**config.mk**
```make
export PLATFORM = sky130hd
export DESIGN_NAME = time_sync_supervisor
export DESIGN_NICKNAME = d
export VERILOG_FILES = /design/src/rtl/tss_pkg.sv /design/src/rtl/tss_cfg_regs.sv /design/src/rtl/tss_core.sv /design/src/rtl/time_sync_supervisor.sv
export SDC_FILE = /design/constraint.sdc
export NUM_CORES = 1
export LEC_CHECK = 0
export ABC_AREA = 0
export BUFFER_PORTS_ARGS = -buffer_cell sky130_fd_sc_hd__buf_2
export CAP_MARGIN = 10
export CORE_ASPECT_RATIO = 0.7
export CORE_MARGIN = 3
export CORE_UTILIZATION = 44
export CTS_CLUSTER_DIAMETER = 50
export DETAILED_ROUTE_END_ITERATION = 8
export GPL_ROUTABILITY_DRIVEN = 0
export HOLD_SLACK_MARGIN = 0.1
export PLACE_DENSITY = 0.69
export SKIP_CTS_REPAIR_TIMING = 1
export SLEW_MARGIN = 20
export SYNTH_ARGS = -nofsm -noshare
export SYNTH_HDL_FRONTEND = slang
export SYNTH_SLANG_ARGS = --single-unit
export TNS_END_PERCENT = 30
```
**constraint.sdc**
```tcl
create_clock -name aclk -period 6 [get_ports aclk]
set_input_delay 0.3 -clock aclk [delete_from_list [all_inputs] [get_ports aclk]]
set_output_delay 0.3 -clock aclk [all_outputs]
set_load 0.05 [all_outputs]
```
**src/rtl/tss_pkg.sv**
```systemverilog
// shared types, codes and reset values of the time sync supervisor
`default_nettype none

package tss_pkg;

    localparam int unsigned TimeWidth = 32;
    localparam int unsigned CountWidth = 8;
    localparam int unsigned InDataWidth = 40;
    localparam int unsigned OutDataWidth = 24;

    localparam logic [TimeWidth-1:0] UpdatePeriodReset = 32'd1000;
    localparam logic [TimeWidth-1:0] SyncPeriodReset = 32'd3600000;
    localparam logic [TimeWidth-1:0] NtpWarnReset = 32'd60000;
    localparam logic [CountWidth-1:0] MaxFailuresReset = 8'd3;
    localparam logic [CountWidth-1:0] CountMax = 8'hFF;

    typedef enum logic [1:0] {
        MODE_RTC    = 2'd0,
        MODE_WAIT   = 2'd1,
        MODE_ACTIVE = 2'd2,
        MODE_FAULT  = 2'd3
    } mode_t;

    typedef enum logic [1:0] {
        OP_START  = 2'd0,
        OP_UPDATE = 2'd1,
        OP_USER   = 2'd2,
        OP_UNUSED = 2'd3
    } op_t;

    typedef enum logic [1:0] {
        ACT_NONE  = 2'd0,
        ACT_READ  = 2'd1,
        ACT_WRITE = 2'd2,
        ACT_SPARE = 2'd3
    } action_t;

    typedef enum logic [1:0] {
        FLT_NONE   = 2'd0,
        FLT_NO_DEV = 2'd1,
        FLT_READ   = 2'd2,
        FLT_WRITE  = 2'd3
    } fault_t;

    typedef enum logic [1:0] {
        USR_NONE   = 2'd0,
        USR_OK     = 2'd1,
        USR_ACTIVE = 2'd2,
        USR_FAILED = 2'd3
    } user_t;

    typedef enum logic [1:0] {
        ST_OK       = 2'd0,
        ST_NO_DEV   = 2'd1,
        ST_LOST_PWR = 2'd2,
        ST_INIT_BAD = 2'd3
    } start_t;

    typedef enum logic [1:0] {
        REG_UPDATE_PERIOD = 2'd0,
        REG_SYNC_PERIOD   = 2'd1,
        REG_NTP_WARN      = 2'd2,
        REG_MAX_FAILURES  = 2'd3
    } reg_index_t;

    typedef struct packed {
        logic [TimeWidth-1:0]  update_period_ms;
        logic [TimeWidth-1:0]  sync_period_ms;
        logic [TimeWidth-1:0]  ntp_warn_ms;
        logic [CountWidth-1:0] max_failures;
    } cfg_t;

    typedef struct packed {
        logic [1:0]           operation;
        logic [TimeWidth-1:0] now_ms;
        logic                 wifi_up;
        logic                 ntp_done;
        logic                 read_ok;
        logic                 write_ok;
        logic [1:0]           start_status;
    } item_t;

    typedef struct packed {
        logic [1:0]            sync_state;
        logic [1:0]            action;
        logic [1:0]            fault_code;
        logic                  power_lost;
        logic [1:0]            user_result;
        logic                  ntp_warning;
        logic [CountWidth-1:0] failure_count;
    } result_t;

endpackage

`default_nettype wire

```
**src/rtl/tss_cfg_regs.sv**
```systemverilog
// configuration register file of the time sync supervisor
`default_nettype none

module tss_cfg_regs (
    input  wire logic                          aclk,
    input  wire logic                          aresetn,
    input  wire logic                          wr_en,
    input  wire logic [1:0]                    wr_index,
    input  wire logic [tss_pkg::TimeWidth-1:0] wr_data,
    output tss_pkg::cfg_t                      cfg
);

    tss_pkg::cfg_t cfg_reg;
    tss_pkg::cfg_t cfg_next;

    always_comb begin
        cfg_next = cfg_reg;
        if (wr_en) begin
            case (tss_pkg::reg_index_t'(wr_index))
                tss_pkg::REG_UPDATE_PERIOD: cfg_next.update_period_ms = wr_data;
                tss_pkg::REG_SYNC_PERIOD:   cfg_next.sync_period_ms = wr_data;
                tss_pkg::REG_NTP_WARN:      cfg_next.ntp_warn_ms = wr_data;
                tss_pkg::REG_MAX_FAILURES:
                    cfg_next.max_failures = wr_data[tss_pkg::CountWidth-1:0];
                default: cfg_next = cfg_reg;
            endcase
        end
    end

    always_ff @(posedge aclk) begin
        if (!aresetn) begin
            cfg_reg.update_period_ms <= tss_pkg::UpdatePeriodReset;
            cfg_reg.sync_period_ms <= tss_pkg::SyncPeriodReset;
            cfg_reg.ntp_warn_ms <= tss_pkg::NtpWarnReset;
            cfg_reg.max_failures <= tss_pkg::MaxFailuresReset;
        end else begin
            cfg_reg <= cfg_next;
        end
    end

    assign cfg = cfg_reg;

endmodule

`default_nettype wire

```
**src/rtl/tss_core.sv**
```systemverilog
// supervisor state registers and the per-item update logic
`default_nettype none

module tss_core (
    input  wire logic    aclk,
    input  wire logic    aresetn,
    input  wire logic    step_en,
    input  wire tss_pkg::item_t item,
    input  wire tss_pkg::cfg_t  cfg,
    output tss_pkg::result_t result
);

    tss_pkg::mode_t                    mode_reg, mode_next;
    logic [tss_pkg::TimeWidth-1:0]     last_update_reg, last_update_next;
    logic [tss_pkg::TimeWidth-1:0]     last_sync_reg, last_sync_next;
    logic [tss_pkg::TimeWidth-1:0]     wait_start_reg, wait_start_next;
    logic [tss_pkg::CountWidth-1:0]    fail_count_reg, fail_count_next;
    logic                              force_reg, force_next;
    logic                              lost_reg, lost_next;
    logic [1:0]                        fault_reg, fault_next;

    logic [tss_pkg::TimeWidth-1:0]     since_update;
    logic [tss_pkg::TimeWidth-1:0]     since_sync;
    logic [tss_pkg::TimeWidth-1:0]     since_wait;
    logic [tss_pkg::CountWidth-1:0]    fail_inc;
    logic                              fail_hit;
    logic                              sync_due;
    logic                              update_go;
    logic                              read_try;
    logic [1:0]                        action;
    logic [1:0]                        user;
    logic                              warn;

    assign since_update = item.now_ms - last_update_reg;
    assign since_sync = item.now_ms - last_sync_reg;
    assign since_wait = item.now_ms - wait_start_reg;
    assign update_go = since_update >= cfg.update_period_ms;
    assign sync_due = force_reg || (since_sync >= cfg.sync_period_ms);
    assign read_try = !lost_reg && sync_due;
    // failure counter saturates
    assign fail_inc = (fail_count_reg == tss_pkg::CountMax) ? fail_count_reg
                                                          : fail_count_reg + 8'd1;
    assign fail_hit = fail_inc >= cfg.max_failures;

    always_comb begin
        mode_next = mode_reg;
        last_update_next = last_update_reg;
        last_sync_next = last_sync_reg;
        wait_start_next = wait_start_reg;
        fail_count_next = fail_count_reg;
        force_next = force_reg;
        lost_next = lost_reg;
        fault_next = fault_reg;
        action = tss_pkg::ACT_NONE;
        user = tss_pkg::USR_NONE;
        warn = 1'b0;

        case (tss_pkg::op_t'(item.operation))
            tss_pkg::OP_START: begin
                last_update_next = item.now_ms - cfg.update_period_ms;
                case (tss_pkg::start_t'(item.start_status))
                    tss_pkg::ST_OK: begin
                        action = tss_pkg::ACT_READ;
                        force_next = 1'b0;
                        last_sync_next = item.now_ms;
                        fail_count_next = '0;
                    end
                    tss_pkg::ST_NO_DEV: begin
                        if (mode_reg != tss_pkg::MODE_FAULT) begin
                            mode_next = tss_pkg::MODE_FAULT;
                            fault_next = tss_pkg::FLT_NO_DEV;
                        end
                    end
                    tss_pkg::ST_LOST_PWR: begin
                        lost_next = 1'b1;
                    end
                    default: begin
                        action = tss_pkg::ACT_READ;
                        if (mode_reg != tss_pkg::MODE_FAULT) begin
                            mode_next = tss_pkg::MODE_FAULT;
                            fault_next = tss_pkg::FLT_READ;
                        end
                    end
                endcase
            end
            tss_pkg::OP_UPDATE: begin
                if (update_go) begin
                    last_update_next = item.now_ms;
                    case (mode_reg)
                        tss_pkg::MODE_RTC: begin
                            if (item.wifi_up) begin
                                mode_next = tss_pkg::MODE_WAIT;
                                wait_start_next = item.now_ms;
                            end else if (read_try) begin
                                action = tss_pkg::ACT_READ;
                                if (item.read_ok) begin
                                    force_next = 1'b0;
                                    last_sync_next = item.now_ms;
                                    fail_count_next = '0;
                                end else begin
                                    fail_count_next = fail_inc;
                                    if (fail_hit) begin
                                        mode_next = tss_pkg::MODE_FAULT;
                                        fault_next = tss_pkg::FLT_READ;
                                    end
                                end
                            end
                        end
                        tss_pkg::MODE_WAIT: begin
                            if (!item.wifi_up) begin
                                mode_next = tss_pkg::MODE_RTC;
                                fail_count_next = '0;
                            end else if (read_try && !item.read_ok) begin
                                // failed read ends this update
                                action = tss_pkg::ACT_READ;
                                fail_count_next = fail_inc;
                                if (fail_hit) begin
                                    mode_next = tss_pkg::MODE_FAULT;
                                    fault_next = tss_pkg::FLT_READ;
                                end
                            end else begin
                                if (read_try) begin
                                    action = tss_pkg::ACT_READ;
                                    force_next = 1'b0;
                                    last_sync_next = item.now_ms;
                                    fail_count_next = '0;
                                end
                                if (item.ntp_done) begin
                                    mode_next = tss_pkg::MODE_ACTIVE;
                                    fail_count_next = '0;
                                    force_next = 1'b1;
                                end else if (since_wait >= cfg.ntp_warn_ms) begin
                                    warn = 1'b1;
                                    wait_start_next = item.now_ms;
                                end
                            end
                        end
                        tss_pkg::MODE_ACTIVE: begin
                            if (!item.wifi_up) begin
                                mode_next = tss_pkg::MODE_RTC;
                                fail_count_next = '0;
                            end else if (sync_due) begin
                                action = tss_pkg::ACT_WRITE;
                                if (item.write_ok) begin
                                    force_next = 1'b0;
                                    last_sync_next = item.now_ms;
                                    fail_count_next = '0;
                                    lost_next = 1'b0;
                                end else begin
                                    fail_count_next = fail_inc;
                                    if (fail_hit) begin
                                        mode_next = tss_pkg::MODE_FAULT;
                                        fault_next = tss_pkg::FLT_WRITE;
                                    end
                                end
                            end
                        end
                        default: begin
                            mode_next = mode_reg;
                        end
                    endcase
                end
            end
            tss_pkg::OP_USER: begin
                if (mode_reg == tss_pkg::MODE_ACTIVE) begin
                    user = tss_pkg::USR_ACTIVE;
                end else begin
                    action = tss_pkg::ACT_WRITE;
                    if (item.write_ok) begin
                        force_next = 1'b1;
                        user = tss_pkg::USR_OK;
                    end else begin
                        user = tss_pkg::USR_FAILED;
                    end
                end
            end
            default: begin
                mode_next = mode_reg;
            end
        endcase
    end

    always_ff @(posedge aclk) begin
        if (!aresetn) begin
            mode_reg <= tss_pkg::MODE_RTC;
            last_update_reg <= '0;
            last_sync_reg <= '0;
            wait_start_reg <= '0;
            fail_count_reg <= '0;
            force_reg <= 1'b0;
            lost_reg <= 1'b0;
            fault_reg <= tss_pkg::FLT_NONE;
        end else if (step_en) begin
            mode_reg <= mode_next;
            last_update_reg <= last_update_next;
            last_sync_reg <= last_sync_next;
            wait_start_reg <= wait_start_next;
            fail_count_reg <= fail_count_next;
            force_reg <= force_next;
            lost_reg <= lost_next;
            fault_reg <= fault_next;
        end
    end

    always_comb begin
        result.sync_state = mode_next;
        result.action = action;
        result.fault_code = fault_next;
        result.power_lost = lost_next;
        result.user_result = user;
        result.ntp_warning = warn;
        result.failure_count = fail_count_next;
    end

endmodule

`default_nettype wire

```
**src/rtl/time_sync_supervisor.sv**
```systemverilog
// Time sync supervisor: decides which source keeps time and which sync to make.
//
// Input channel s_*: one transfer per item; s_tuser carries the operation
// (start report, periodic update, user request), s_tdata the tick count, the
// link and network status, the sync outcomes and the start status.
// Result channel m_*: exactly one result transfer per input transfer, in order.
// Configuration channel cfg_*: register index and data, always ready; the user
// must write it only while no item is in flight, which the block does not enforce.
// Path: an item taken into the input register is stepped through the core and
// its result is registered in the result register, which drives m_*.
// Throughput: one item per cycle while m_tready keeps up; the whole state update
// is a combinational step in the core between the input and result registers.
// Stalls: when m_tready is low the result register holds, the input register
// fills, and s_tready then drops until the result is taken.
// Reset (aresetn low, synchronous): both registers empty, supervisor back to
// rtc only with all timers, counters and flags cleared, configuration at its
// default values.
`default_nettype none

module time_sync_supervisor (
    input  wire logic                             aclk,
    input  wire logic                             aresetn,
    input  wire logic                             s_tvalid,
    output logic                                  s_tready,
    // now_ms[31:0], wifi_up[32], ntp_done[33], read_ok[34], write_ok[35],
    // start_status[37:36], zero pad[39:38]
    input  wire logic [tss_pkg::InDataWidth-1:0]  s_tdata,
    // operation[1:0]
    input  wire logic [1:0]                       s_tuser,
    output logic                                  m_tvalid,
    input  wire logic                             m_tready,
    // sync_state[1:0], action[3:2], fault_code[5:4], power_lost[6],
    // user_result[8:7], ntp_warning[9], failure_count[17:10], zero pad[23:18]
    output logic [tss_pkg::OutDataWidth-1:0]      m_tdata,
    input  wire logic                             cfg_valid,
    output logic                                  cfg_ready,
    input  wire logic [1:0]                       cfg_index,
    input  wire logic [tss_pkg::TimeWidth-1:0]    cfg_data
);

    tss_pkg::cfg_t    cfg;
    tss_pkg::item_t   item_reg, item_next;
    logic             in_vld_reg, in_vld_next;
    tss_pkg::result_t res;
    tss_pkg::result_t res_reg;
    logic             out_vld_reg, out_vld_next;
    logic             out_free;
    logic             step_en;
    logic             s_xfer;

    assign cfg_ready = 1'b1;

    tss_cfg_regs u_cfg (
        .aclk     (aclk),
        .aresetn  (aresetn),
        .wr_en    (cfg_valid),
        .wr_index (cfg_index),
        .wr_data  (cfg_data),
        .cfg      (cfg)
    );

    assign out_free = !out_vld_reg || m_tready;
    assign step_en = in_vld_reg && out_free;
    assign s_tready = !in_vld_reg || out_free;
    assign s_xfer = s_tvalid && s_tready;

    always_comb begin
        item_next = item_reg;
        if (s_xfer) begin
            item_next.operation = s_tuser;
            item_next.now_ms = s_tdata[31:0];
            item_next.wifi_up = s_tdata[32];
            item_next.ntp_done = s_tdata[33];
            item_next.read_ok = s_tdata[34];
            item_next.write_ok = s_tdata[35];
            item_next.start_status = s_tdata[37:36];
        end
        in_vld_next = s_xfer || (in_vld_reg && !step_en);
        out_vld_next = step_en || (out_vld_reg && !m_tready);
    end

    tss_core u_core (
        .aclk    (aclk),
        .aresetn (aresetn),
        .step_en (step_en),
        .item    (item_reg),
        .cfg     (cfg),
        .result  (res)
    );

    always_ff @(posedge aclk) begin
        if (!aresetn) begin
            in_vld_reg <= 1'b0;
            out_vld_reg <= 1'b0;
        end else begin
            in_vld_reg <= in_vld_next;
            out_vld_reg <= out_vld_next;
        end
    end

    always_ff @(posedge aclk) begin
        item_reg <= item_next;
        if (step_en) begin
            res_reg <= res;
        end
    end

    assign m_tvalid = out_vld_reg;
    assign m_tdata = {6'd0, res_reg.failure_count, res_reg.ntp_warning,
                      res_reg.user_result, res_reg.power_lost, res_reg.fault_code,
                      res_reg.action, res_reg.sync_state};

endmodule

`default_nettype wire

```
# ---- Word-level counts from Yosys, hierarchy flattened
# Cells that the tools add are included.
dict set report totals {
  ramBits 0
  rom_bits 0
  n_memories 0
  out_inout_bits 27
  reg_bits 274
  input_bits 81
  latch_bits 0
  elab_cells 214
}
dict set report op_classes {
  eq_ne 31
  n_addsub 5
  bitwise_logic 5
  magnitude_cmp 4
  div_mod_pow 0
  n_mux 104
  reduce_logical 36
  mul 0
  shift 0
}
# cell count
set ops {}
lappend ops {{$mux 32} 17}
lappend ops {{$pmux 32 s2} 3}
lappend ops {{$sub 32x32->32} 4}
lappend ops {{$mux 8} 13}
lappend ops {{$ge 32x32->1} 3}
lappend ops {{$pmux 32 s3} 1}
lappend ops {{$mux 2} 34}
lappend ops {{$mux 1} 24}
lappend ops {{$pmux 2 s3} 4}
lappend ops {{$pmux 8 s3} 1}
lappend ops {{$ne 3x3->1 const B} 6}
lappend ops {{$pmux 8 s2} 1}
lappend ops {{$reduce_and 16->1} 1}
lappend ops {{$ne 2x2->1 const B} 7}
lappend ops {{$reduce_and 14->1} 1}
lappend ops {{$pmux 2 s2} 3}
lappend ops {{$eq 2x2->1 const B} 5}
lappend ops {{$ne 3x2->1 const B} 3}
lappend ops {{$reduce_and 9->1} 1}
lappend ops {{$add 8x1->8 const B} 1}
lappend ops {{$eq 2x1->1 const B} 4}
lappend ops {{$eq 8x8->1 const B} 1}
lappend ops {{$ge 8x8->1} 1}
lappend ops {{$logic_not 2->1} 4}
lappend ops {{14 further kinds} 42}

# ---- Longest topological paths before layout
# Gate-level depths: netlist of the first run.
dict set report logic_depth {
  depth_word 11
  mapped_depth 27
  ltp_nobuf 25
}

# ---- Hierarchy
# Synthesis of the first run repeated with hierarchy kept, for this count alone.
dict set report hier_totals {
  hier_cells 2381
  area_unflattened_um2 20186.9
}
# module area_per_inst_um2 instances cells_per_inst
set by_module_without_submodules {}
lappend by_module_without_submodules {tss_core 14204.9 1 1908}
lappend by_module_without_submodules {tss_cfg_regs 4076.4 1 397}
lappend by_module_without_submodules {time_sync_supervisor 1905.6 1 76}

# ---- Least setup slack after synthesis of the first run
# OpenSTA, ideal clock, no wires.
dict set report synth_path {
  path_type {register -> register}
  start {register item_reg[6] (netlist bit)}
  end {register res_reg (netlist bit m_tdata[4]), data pin}
  arrival_time_ns 5.014
  stages_incl_launch_ff 25
  period_less_slack_ns 5.301
  path_buffers 1
  setup_time_ns 0.287
  slack_ns 0.699
  path_cell_list {edfxtp_1 inv_1 ha_1 inv_1 fa_1 a21o_1 a21oi_1 o21bai_1 a2111oi_0 nor2_1 a21oi_1 o21bai_1 a21o_1 a21o_1 xor2_1 ha_1 and4_1 nor4b_1 a21oi_1 o21ai_1 buf_2 o211ai_1 or4_1 a32oi_1 o221ai_1}
}
# element line_no
set synth_lines {}
lappend synth_lines {{start, declared} time_sync_supervisor.sv:42} ;# tss_pkg::item_t item_reg, item_next;
lappend synth_lines {{start signal, assigned} time_sync_supervisor.sv:102} ;# item_reg <= item_next;
lappend synth_lines {{end signal, assigned} time_sync_supervisor.sv:104} ;# res_reg <= res;
lappend synth_lines {{end, declared} time_sync_supervisor.sv:45} ;# tss_pkg::result_t res_reg;

==> reports/results.txt, run 1 <==
Area contributors post-synth = dfxtp_1 (22%), ha_1 (15%), edfxtp_1 (8.9%)
Syn Area/Cell = 8.01 um2
Pre-CTS WS = -0.205 ns
Endpoints failing setup = 0
Crit. Startpoint = item_reg[6]
# IOs = 108
Final Instance Count excl. Fillers = 3211
Outcome = finished clean
Worst Clk Skew = 0.0128 ns
Die area = 47200 um2
Reg2reg path depth = 24
Synth warn = 0
Post-layout instance area = 22700 um2
Pre-antenna DRT Iters = 6
DRC Markers = 0
Number of flip-flops in the largest register = 104
Die W = 258 um
Endpoints failing hold = 0
Max Root-Sink Buffers = 3
Area share of the leading cell type in the synthesized netlist = 22.0%
F_max = 0.174 GHz
Clock transition at path regs = 0.06 ns
Part of the cycle the worst path needs = 95.9%
Input/output buffers = 98
Vias in the first global route = 16933
Seq/Total Area, Yosys = 30.9%
Die height = 183 um
Ant diodes = 0
Antenna violations before repair = 1
Routed wire per std cell = 18.8 um
Final #Nets = 2913
Area growth from synthesis to layout = 15.8%
Worst min path class = primary input to register
Commonest cells post-synth = nand2_1 (310), a21oi_1 (251), inv_1 (245)
Most numerous cell in the Yosys netlist = nand2_1
Power Total = 0.00566 W
Cell Area, Synth = 19600 um2
Initial Utilization = 44.7%
Peak supply drop = 180 uV
Via Count = 18552
Synth cell types = 88
Core area = 43900 um2
H-tree Lvls = 2
Synth Register Bits = 274
Total CTS buffers = 36
Layout cell share with drive strength beyond 1 = 9.40%
Post-synth ARST share = 0%
Setup Crit Path Kind = register to register
Cell count after synthesis = 2451
Drt via density = 5.78
ANT nets after route = 0
Hold Path Depth = 4
Max-cap violations = 0
CTS root buffer = clkbuf_16
Setup slack, reg-to-reg = 0.25 ns
First-pass GRT wire length = 93.1 mm
Crit end category = register
Worst setup margin = 0.247 ns
Max-Slew Margin vs Limit = 27.1%
Slew @ Worst Pin = 1.09 ns
DPL Wire Length = 45.2 mm
Worst Path Max Fanout = 12
DP Area = 20800 um2
Skew-Pair Late Insertion Delay = 0.53 ns
Tmin final = 5.75 ns
Gr usage total = 24.7%
Critical path launch point type = register
Reg-to-reg endpoint = m_tdata[4]
Pwr per Cell Area = 249 nW/um2
Largest area contributor in the netlist = dfxtp_1
EDFF count, synth = 58
Max-slew violations = 0
Sink Count = 274
Arrival time worst endpoint = 5.99 ns
WHS = 0.0817 ns
Placed Cells = 3083
RR Startpoint = item_reg[6]
Cell Rows = 64
Leak = 9.12 nW
Setup crit end = m_tdata[4]
Top_reg_cell synth = dfxtp_1
Remaining Overflow, GRT = 0
WP data required = 6.24 ns
1st-iter DRT viols = 1820
Largest net degree at the start of global routing = 81
Routed wire length = 60.3 mm
CTS tree = yes
-- placed cells by master, fill, tap and decap left out, types with 8 or more instances in the layout --
master / netlist / routed
or2_2: 8 / 8
a21oi_1: 251 / 248
nand3_1: 109 / 109
xor2_1: 33 / 33
nor3_1: 32 / 31
dlygate4sd3_1: 0 / 57
o21ai_1: 31 / 32
a211oi_1: 21 / 20
a21o_1: 98 / 98
and3_1: 19 / 19
o21bai_1: 14 / 14
ha_1: 237 / 236
buf_4: 8 / 40
and2_1: 12 / 11
xnor2_1: 68 / 68
nor2b_1: 25 / 25
clkbuf_1: 81 / 10
o21a_1: 23 / 23
nand4_1: 22 / 22
edfxtp_1: 58 / 58
nand2b_1: 25 / 25
nor2_1: 115 / 112
buf_2: 13 / 98
inv_1: 245 / 244
clkbuf_16: 0 / 39
a31oi_1: 28 / 27
o31ai_1: 37 / 35
nand2_1: 310 / 310
o211ai_1: 46 / 46
o21ai_0: 104 / 102
dfxtp_1: 216 / 216
-- how the worst min path moves through the flow --
| stage | slack, ns | endpoint | from |
|---|---|---|---|
| floorplan | 0.40 | item_reg[0] | s_tdata[36] |
| global placement | 0.44 | u_cfg.cfg[42] | u_cfg.cfg[42] |
| detailed placement | 0.45 | u_cfg.cfg[68] | u_cfg.cfg[68] |
| CTS | -0.08 | item_reg[13] | s_tdata[7] |
| global route | 0.10 | u_cfg.cfg[83] | cfg_data[11] |
| finish | 0.08 | m_tvalid | m_tready |
-- per-layer routing --
metal,vias up,wire length [um],GRT usage [%]
met5,-,23,0
met4,4,1400,5.72
met3,112,6950,5.35
met2,881,23900,35.2
met1,8583,28000,37.6
li1,8972,-,-
-- worst max-delay path, cell delays in order (launching register included) --
cell       delay, ns
edfxtp_1        0.44
inv_2           0.13
ha_1            0.19
inv_1           0.07
fa_1            0.43
a21o_1          0.21
a21oi_1         0.24
o21bai_1        0.16
a2111oi_4       0.36
nor2_1          0.11
a21oi_1         0.16
o21bai_1        0.10
a21o_1          0.18
a21o_1          0.18
xor2_1          0.17
ha_1            0.29
and4_1          0.19
nor4b_2         0.24
a21oi_2         0.13
o21ai_2         0.23
buf_12          0.17
o211ai_1        0.12
or4_4           0.61
a32oi_1         0.21
o221ai_1        0.13
-- logic make-up (layout without fill, tap and decap cells) --
| group | Yosys count | after routing | synth area share (%) |
|---|---|---|---|
| flip-flops | 274 | 274 | 30.9 |
| buffers and inverters | 352 | 513 | 6.97 |
| multiplexers | 4 | 4 | 0.210 |
| other | 2 | 7 | 0.0383 |
| XOR/XNOR | 101 | 101 | 4.51 |
| AND/OR/NAND/NOR | 720 | 720 | 17.0 |
| adder cells (fa/ha/maj) | 241 | 241 | 15.5 |
| AO/OA/AOI/OAI | 757 | 757 | 24.9 |
-- metrics by stage --
stage	setup TNS, ns	utilization [%]
floorplan	0	-
global placement	-0.0514	47.5
detailed placement	-0.547	47.5
CTS	-1.11	50.2
global route	-0.0490	51.8
finish	0	51.8
-- final cells by class --
cell class | count | area, um2
clock inverters | 12 | 126
clock buffers | 52 | 1050
fillers | 4075 | 21100
multi-input cells | 1830 | 12300
flip-flops and latches | 274 | 6070
inverters | 247 | 930
well taps | 594 | 743
repair buffers | 202 | 1500
-- power breakdown --
part	total [W]	internal, W	switching [W]
clock network	0.00215	0.00129	0.000868
registers	0.00203	0.00196	0.0000679
logic	0.00148	0.000598	0.000879
total	0.00566	0.00384	0.00182
(Power assumes the default switching activity.)
==> inputs of run 2 (changes only) <==
Settings changed: PLACE_DENSITY 0.69 to 0.58, SKIP_LAST_GASP from default to 1.
==> reports/results.txt, run 2 (synthesis results as in run 1) <==
Vias in the first global route = 16212 (was 16933)
Input/output buffers = 98 (unchanged)
Max-slew violations = 0 (unchanged)
Slew @ Worst Pin = 1.11 ns (was 1.09 ns)
Worst setup margin = 0.201 ns (was 0.247 ns)
Initial Utilization = 44.7% (unchanged)
Total CTS buffers = 35 (was 36)
CTS root buffer = clkbuf_16 (unchanged)
Cell Rows = 64 (unchanged)
1st-iter DRT viols = 1639 (was 1820)
Leak = 9.20 nW (was 9.12 nW)
Max-cap violations = 0 (unchanged)
Antenna violations before repair = 0 (was 1)
Routed wire per std cell = 19.2 um (was 18.8 um)
DRC Markers = 0 (unchanged)
Ant diodes = 0 (unchanged)
Tmin final = 5.80 ns (was 5.75 ns)
Remaining Overflow, GRT = 0 (unchanged)
Critical path launch point type = register (unchanged)
H-tree Lvls = 2 (unchanged)
Setup TNS Final = 0 ns (unchanged)
First-pass GRT wire length = 93.4 mm (was 93.1 mm)
Crit end category = register (unchanged)
Largest net degree at the start of global routing = 105 (was 81)
Core area = 43900 um2 (unchanged)
DPL Wire Length = 46.9 mm (was 45.2 mm)
Sink Count = 274 (unchanged)
Placed Cells = 3095 (was 3083)
ANT nets after route = 0 (unchanged)
Pre-antenna DRT Iters = 6 (unchanged)
Gr usage total = 25.3% (was 24.7%)
Final #Nets = 2925 (was 2913)
Die W = 258 um (unchanged)
# IOs = 108 (unchanged)
Clock transition at path regs = 0.06 ns (about the same)
Area growth from synthesis to layout = 16.6% (was 15.8%)
Commonest cells after routing, fill and taps aside = nand2_1 (310), a21oi_1 (247), inv_1 (244), ha_1 (234), dfxtp_1 (216) (was nand2_1 (310), a21oi_1 (248), inv_1 (244), ha_1 (236), dfxtp_1 (216))
Unrepaired setup endpoints after global routing = true
Clock Power Share = 39.5% (was 38.1%)
Worst min path class = primary input to register (unchanged)
Final Instance Count excl. Fillers = 3222 (was 3211)
Skew-Pair Late Insertion Delay = 0.54 ns (was 0.53 ns)
Peak supply drop = 215 uV (was 180 uV)
Sequential cell fraction of total power = 34.7% (was 35.8%)
Worst Clk Skew = 0.0176 ns (was 0.0128 ns)
Endpoints failing setup = 0 (unchanged)
Pwr per Cell Area = 254 nW/um2 (was 249 nW/um2)
Max-Slew Margin vs Limit = 26.0% (was 27.1%)
Layout cell share with drive strength beyond 1 = 9.86% (was 9.40%)
Sw power = 0.00185 W (was 0.00182 W)
Via Count = 18315 (was 18552)
Pre-CTS WS = -0.121 ns (was -0.205 ns)
Number of flip-flops in the largest register = 104 (unchanged)
Arrival time worst endpoint = 6.06 ns (was 5.99 ns)
Gate power share = 25.8% (was 26.1%)
Int Power = 0.00396 W (was 0.00384 W)
Part of the cycle the worst path needs = 96.7% (was 95.9%)
Die area = 47200 um2 (unchanged)
Final Core Density = 52.2% (was 51.8%)
Commonest non-fill, non-tap cell in the layout = nand2_1 (unchanged)
F_max = 0.172 GHz (was 0.174 GHz)
Routed wire length = 61.7 mm (was 60.3 mm)
Setup Crit Path Kind = register to register (unchanged)
Switching part of the total = 31.8% (was 32.1%)
Drt via density = 5.68 (was 5.78)
Power Total = 0.00581 W (was 0.00566 W)
Max Root-Sink Buffers = 3 (unchanged)
CTS tree = yes (unchanged)
Outcome = finished clean (unchanged)
Die height = 183 um (unchanged)
WP data required = 6.26 ns (was 6.24 ns)
Worst Path Max Fanout = 7 (was 12)
Endpoints failing hold = 0 (unchanged)
run 2: cell types whose count changed in the layout (fill, tap and decap cells not counted), sizes merged:
cell         previous run  this run
buf                   145       154
clkbuf                 52        48
dlygate4sd3            57        61
clkinvlp                0         3
inv                   253       250
bufinv                  1         3
run 2: worst max-delay path: stages, from the launching register on:
cell       delay, ns
edfxtp_1        0.43
inv_2           0.15
ha_1            0.21
inv_1           0.07
fa_1            0.43
a21o_1          0.22
a21oi_2         0.17
o21bai_1        0.13
a2111oi_4       0.42
nor2_1          0.13
a21oi_1         0.16
o21bai_1        0.10
a21o_1          0.18
a21o_1          0.18
xor2_1          0.17
ha_1            0.28
and4_1          0.18
nor4b_2         0.24
a21oi_2         0.12
o21ai_1         0.20
buf_4           0.19
o211ai_1        0.12
or4_1           0.59
a32oi_1         0.30
o221ai_1        0.14
run 2: path summary, 6_finish.rpt:
path | startpoint | endpoint | slack (ns) | depth (start not counted)
worst min-delay path | m_tready | m_tvalid | 0.07 | 4
worst max-delay path | item_reg[6] | m_tdata[4] | 0.20 | 24
worst max register to register | item_reg[6] | m_tdata[4] | 0.20 | 24
worst min register to register | u_cfg.cfg[43] | u_cfg.cfg[43] | 0.45 | 2
run 2: final cells by class:
cell class | instances | area (um2)
fillers | 4103 | 21000
clock inverters | 14 | 180
inverters | 247 | 930
well taps | 594 | 743
multi-input cells | 1830 | 12300
repair buffers | 215 | 1590
flip-flops and latches | 274 | 6070
clock buffers | 48 | 1080
run 2: through the flow:
| stage | cell area (um2) | hold WS, ns |
|---|---|---|
| floorplan | 19600 | 0.399 |
| global placement | 20900 | 0.442 |
| detailed placement | 20900 | 0.446 |
| CTS | 22200 | -0.0928 |
| global route | 22900 | 0.101 |
| finish | 22900 | 0.0747 |
run 2: power groups by stage:
| stage | clock, W | sequential [W] | combinational (W) |
|---|---|---|---|
| finish | 0.00229 | 0.00201 | 0.00150 |
| CTS | 0.00233 | 0.00201 | 0.00142 |
| global placement | 0 | 0.00205 | 0.00138 |
| floorplan | 0 | 0.00206 | 0.000981 |
| detailed placement | 0 | 0.00205 | 0.00141 |
| global route | 0.00242 | 0.00202 | 0.00165 |
run 2: layer usage:
layer / vias up / share of wire (%) / GRT usage [%]
met3: 82 / 9.2 / 5.20
met5: - / 0 / 0
li1: 9006 / - / -
met1: 8551 / 52 / 41.4
met2: 676 / 37 / 32.5
met4: 0 / 2.1 / 6.06
